<file path="src/design/stq_pkg.sv">
// Package for the sorted timer queue: sizes, codes and state types.
// No dependencies.
`timescale 1ns / 1ps
`default_nettype none
package stq_pkg;
    localparam int TIMERS = 16;
    localparam int SLOT_W = 4;
    localparam int LEN_W = 5;

    typedef enum logic [1:0] {
        KIND_TICK    = 2'd0,
        KIND_ALLOC   = 2'd1,
        KIND_RELEASE = 2'd2,
        KIND_ARM     = 2'd3
    } kind_t;

    typedef enum logic [1:0] {
        RES_ALLOC = 2'd0,
        RES_EXPIRY = 2'd1,
        RES_ACK = 2'd2
    } res_kind_t;

    typedef enum logic [1:0] {
        ST_FREE  = 2'd0,
        ST_ALLOC = 2'd1,
        ST_ARMED = 2'd2
    } slot_st_t;

    typedef enum logic [2:0] {
        FSM_IDLE,
        FSM_EXEC,
        FSM_EXPIRE,
        FSM_ACK,
        FSM_OUT
    } fsm_t;

    typedef enum logic [2:0] {
        CMD_NONE,
        CMD_LOAD,
        CMD_EXEC,
        CMD_POP,
        CMD_ACK
    } cmd_op_t;

    typedef struct packed {
        cmd_op_t op;
        logic    last;
    } stq_cmd_t;

    typedef struct packed {
        logic       head_expired;
        logic       next_expired;
        logic       out_last;
        logic [1:0] kind;
        logic [4:0] pops;
    } stq_status_t;
endpackage
`default_nettype wire

</file>
<file path="src/design/stq_ctrl.sv">
// Controller state machine of the timer queue; sequences load, execute, expiry and output.
// Depends on stq_pkg.
`timescale 1ns / 1ps
`default_nettype none
module stq_ctrl
    import stq_pkg::*;
(
    input  wire logic        clk,
    input  wire logic        rst_n,
    input  wire logic        in_valid,
    output logic             in_ready,
    output logic             out_valid,
    input  wire logic        out_ready,
    input  wire stq_status_t status,
    output stq_cmd_t         cmd
);
    fsm_t state_reg, state_next;

    always_ff @(posedge clk or negedge rst_n)
    begin
        if (!rst_n)
        begin
            state_reg <= FSM_IDLE;
        end
        else
        begin
            state_reg <= state_next;
        end
    end

    always_comb
    begin
        state_next = state_reg;
        cmd.op = CMD_NONE;
        cmd.last = 1'b0;
        in_ready = 1'b0;
        out_valid = 1'b0;
        case (state_reg)
            FSM_IDLE:
            begin
                in_ready = 1'b1;
                if (in_valid)
                begin
                    cmd.op = CMD_LOAD;
                    state_next = FSM_EXEC;
                end
            end
            FSM_EXEC:
            begin
                cmd.op = CMD_EXEC;
                state_next = (status.kind == KIND_TICK) ? FSM_EXPIRE : FSM_ACK;
            end
            FSM_EXPIRE:
            begin
                if (status.head_expired && status.pops < 5'd16)
                begin
                    // The pop is final when it is the sixteenth or nothing behind it is due.
                    cmd.op = CMD_POP;
                    cmd.last = (status.pops == 5'd15) || !status.next_expired;
                    state_next = FSM_OUT;
                end
                else
                begin
                    state_next = FSM_ACK;
                end
            end
            FSM_ACK:
            begin
                cmd.op = CMD_ACK;
                cmd.last = 1'b1;
                state_next = FSM_OUT;
            end
            FSM_OUT:
            begin
                out_valid = 1'b1;
                if (out_ready)
                begin
                    state_next = status.out_last ? FSM_IDLE : FSM_EXPIRE;
                end
            end
            default:
            begin
                state_next = FSM_IDLE;
            end
        endcase
    end
endmodule
`default_nettype wire

</file>
<file path="config.mk">
export PLATFORM = sky130hd
export DESIGN_NAME = stq_ctrl
export DESIGN_NICKNAME = d
export VERILOG_FILES = /design/src/design/stq_pkg.sv /design/src/design/stq_ctrl.sv
export SDC_FILE = /design/constraint.sdc
export NUM_CORES = 1
export LEC_CHECK = 0
export ABC_AREA = 1
export BUFFER_PORTS_ARGS = -buffer_cell sky130_fd_sc_hd__buf_2
export CORE_AREA = 3 3 40 42
export DETAILED_ROUTE_END_ITERATION = 10
export DIE_AREA = 0 0 43 45
export HOLD_SLACK_MARGIN = 0.12
export SETUP_SLACK_MARGIN = 0.1
export SYNTH_ARGS = -nofsm -noshare
export SYNTH_HDL_FRONTEND = slang
export SYNTH_SLANG_ARGS = --single-unit
</file>
<file path="constraint.sdc">
create_clock -name clk -period 1.7 [get_ports clk]
set_clock_uncertainty 0.1 [all_clocks]
set_input_delay 0.255 -clock clk [delete_from_list [all_inputs] [get_ports clk]]
set_output_delay 0.255 -clock clk [all_outputs]
set_load 0.02 [all_outputs]
</file>
# Word level (Yosys, flattened, before mapping)

Index checks and enable logic that the tools add are counted.

Order comparisons: 1
Eq/ne operators: 7
Muxes and demuxes: 12
Reductions and logical operators: 6

Operator list:

| cell                                                 | number |
|---|---|
| case mux 3 bit (5 select lines)                      | 1 |
| two-way mux 3 bit                                    | 4 |
| case mux 3 bit (4 select lines)                      | 1 |
| equality test 3 x 2 -> 1 bit (second input constant) | 2 |
| equality test 5 x 4 -> 1 bit (second input constant) | 1 |
| < comparator 5 bit (second input constant)           | 1 |
| two-way mux 1 bit                                    | 4 |
| inequality test 2 bit (second input constant)        | 2 |
| equality test 3 x 1 -> 1 bit (second input constant) | 1 |
| equality test 3 bit (second input constant)          | 1 |
| zero test 3 bit                                      | 1 |
| zero test 2 bit                                      | 1 |
| two-way mux 2 bit                                    | 1 |
| case mux 1 bit (2 select lines)                      | 1 |
| AND reduction 2 bit                                  | 1 |
| logical AND 1 bit                                    | 1 |
| zero test 1 bit                                      | 1 |
| logical OR 1 bit                                     | 1 |

Register bits after elaboration: 3
Input port bits: 14
Output and inout bits: 6
Word-level logic and storage cells: 27

# Longest topological paths before layout

Depth in word-level cells: 4
Depth in mapped cells: 6
Depth with buffers taken out: 6

# Least setup slack after synthesis

Ideal clock, no wire load.

Kind: reg2out
Start point: register state_reg[0]
End point: output cmd[1] in the netlist's numbering
Arrival time: 1.137 ns
Required time: 1.345 ns
Slack: 0.208 ns
Stages on the path, launching flop included: 4
Buffers on the path: 0
Cells stage by stage: dfrtp_1 nor2_2 nand2_1 o21ai_0

RTL lines:

| element                  | line           | source |
|---|---|---|
| start: declaration       | stq_ctrl.sv:17 | `fsm_t state_reg, state_next;` |
| start signal: assignment | stq_ctrl.sv:27 | `state_reg <= state_next;` |
| end: declaration         | stq_ctrl.sv:15 | `output stq_cmd_t cmd` |

==> flow_summary.yaml <==
outcome:
  status: "completed"
die:
  coreArea_mm2: 0.001285
  start_util_pct: 19.86
  die_area_mm2: 0.001935
  die_h_um: 45
  core.rowCount: 13
  pin_count: 20
  dieWidth_um: 43
synth:
  synth_area_um2: 255.2
  synthMuxAreaShare_pct: 0
  netlist.area_leader.share_pct: 29.41
  synthAdderAreaFrac_pct: 0
  yosysSeqAreaShare_pct: 29.41
  synthFlopType: "dfrtp_1"
  synth_top_area_cell: "dfrtp_1"
  synthXorXnorAreaFrac_pct: 0
  synth_edf_count: 0
  yosys_warnings: 0
  synth_seq_cells: 3
  synth-simple-area-share_pct: 45.10
  synth_top_family_by_area: "simple AND/OR/NAND/NOR gates"
  synth_area_per_cell_um2: 5.801
  synth_cells: 44
  synth_compound_area_share_pct: 7.843
  synth_common_cells: "12 x inv_1, 12 x nand2_1, 5 x nand3_1"
  synth_cell_types: 11
  synth_area_leaders: "dfrtp_1 29%, inv_1 18%, nand2_1 18%, nand3_1 9.8%, o21ai_0 5.9%"
  synthArstFlopShare_pct: 100.0
  syn_nets: 58
clocking:
  cts_num_sinks: 3
  clk_pin_slew_worst_paths_ps: 40
  htreeDepth: 1
  root_buffer: "clkbuf_4"
  clockBufferDepth: 2
  cts_inserted_buffers: 3
  cts_tree: "yes"
  clock_latency_ps: 240
finish:
  register_area_um2: 76.32
  syn2layout_area_growth_pct: 76.96
  multi_input_area_um2: 145.1
  largest_reg_flops: 3
  drive_gt1_share_pct: 44.44
  final_util_pct: 35.15
  n_fill_cell: 146
  antenna_cells: 0
  fin_nets: 87
timing:
  setup_viol: 0
  rsz0062_at_grt: "true"
  fin_tns_setup_ps: 0
  final_hold_viol_count: 0
  worst_pin_slew_ps: 283.7
  period_share_pct: 93.26
  maxSlewViolCount: 0
  fin_crit_ps: 1585
  fmax_mhz: 630.7
  relSlewSlack_pct: 81.09
place:
  dp_hpwl_um: 562.3
  port_buffers: 19
  routabilityCongestion: 0.6288
critical_path:
  critPathCaptureType: "output pin"
  crit_path_start_kind: "flop"
  crit_family: "flip-flops"
  worstPathCellList: "nor2_2 > nand2_1 > o21ai_0 > buf_2"
  arrival_ps: 1230
  critical_path.max_stage_delay_ps: 470
  critPathMaxFanout: 7
  crit_buf_inv: 1
  cp_slowest_cell: "dfrtp_1"
  crit_type: "flop to output pin"
  cp.required_ps: 1340
detailed_routing:
  viasPerCell: 4.230
  drtAntennaViolNets: 0
  drt_pre_antenna_iters: 4
  drt-wirelength-per-cell_um: 8.920
  dr.first_iter.drc_count: 11
  drc: 0
  routed_wl_um: 776
  vias: 368
global_route:
  grt_pass1_vias: 287
  grt_pass1_wl_um: 1048
  grt_max_degree: 8
  track_usage_pct: 7.339
  grt_antenna_before_repair: 0
  overflow: 0
pwr:
  switching_power_uw: 393.9
  comb_power_share_pct: 61.8
  peakVddDrop_v: 0.0006195
  seq_power_share_pct: 22.4
  p_sw_share_pct: 48.48
  p_clk_share_pct: 15.8
  power_density_mw_per_mm2: 1799
  power_leakage_uw: 0.0002913
  intPower_uw: 418.6
job:
  cap_viol_max_count: 0
worst_hold_path:
  hold_class: "input pin to flop"
-- logic make-up after synthesis --
logic type             count (synthesis)
AOI/OAI and AO/OA                      4
DFF                                    3
and+or+nand+nor                       25
buffers and inverters                 12
-- layer usage --
metal | up-vias | track usage (%) | part of all wire, % | wire (um)
li1 | 188 | - | - | -
met1 | 161 | 7.264 | 35 | 273
met2 | 17 | 12.28 | 53 | 408
met3 | 2 | 3.187 | 11 | 88
met4 | 0 | 5.422 | 0.77 | 6
met5 | - | 0 | 0 | 0
-- worst register-to-register path, cell delays in order, from the launching register on --
cell and delay [ps]:
dfrtp_1 470, nor2_2 150, buf_4 130, nand3b_1 90, nand2_1 100, inv_1 40, nand2_1 50, inv_1 30
-- power groups by stage --
stage          logic (uW)  clock network [uW]  registers [uW]
4_1_cts               432                 133             163
2_1_floorplan         282                   0             155
3_5_place_dp          391                   0             166
3_3_place_gp          385                   0             167
6_report              502                 128             182
5_1_grt               557                 137             189
-- layout by cell type (no fill, tap or decap) --
cell and instances:
nor2_1 3, inv_2 1, inv_1 11, dfrtp_1 2, nand3_1 5, nor2_4 2, clkbuf_4 3, clkbuf_1 1
nand2_2 1, o21ai_1 1, nor2_2 1, buf_2 17, a21oi_1 1, nand3b_1 1, dfrtp_2 1, nor3_1 1
o21ai_0 2, nand2_1 11, buf_4 6, dlygate4sd3_1 1
-- final cells by class --
type / count / share of cell area [%]
clock buffer: 4 / 5.817
multi-input combinational: 29 / 32.13
tap: 15 / 4.155
timing repair buffer: 24 / 31.02
inverter: 12 / 9.972
sequential: 3 / 16.90
-- worst paths after layout --
| kind | start | endpoint | slack, ps | depth (start not counted) |
|---|---|---|---|---|
| worst min-delay path | out_ready | state_reg[2] | 210 | 3 |
| worst max register to register | state_reg[0] | state_reg[1] | 430 | 7 |
| max in group asynchronous | rst_n | state_reg[2] | 1140 | 2 |
| min in group asynchronous | rst_n | state_reg[1] | 240 | 2 |
| worst min register to register | state_reg[2] | state_reg[0] | 570 | 3 |
| worst max-delay path | state_reg[0] | cmd[1] | 110 | 4 |
-- per-stage QoR --
| step | instance area, um^2 | cells | total power [uW] | setup WS [ps] | hold WS [ps] |
|---|---|---|---|---|---|
| after CTS | 420.4 | 85 | 727.2 | 100.6 | 217.6 |
| after detailed placement | 369.1 | 78 | 557.3 | 321.9 | -43.54 |
| after global placement | 369.1 | 78 | 552.6 | 325.2 | -47.50 |
| after global routing | 451.7 | 87 | 882.2 | 50.69 | 236.8 |
| final | 451.7 | 87 | 812.5 | 114.5 | 211.1 |
| after floorplan | 255.2 | 44 | 436.8 | 207.6 | -140.6 |
-- repair_timing --
item / 4_1_cts / 5_1_grt
cloned: 0 / 0
endpoints found under the hold margin: 3 / 0
endpoints found under the setup margin: 2 / 2
buffers inserted: 2 / 2
hold buffers: 1 / 0
pin swaps: 1 / 1
resized for setup: 0 / 8
No activity file was read; power rests on OpenSTA's default activity.
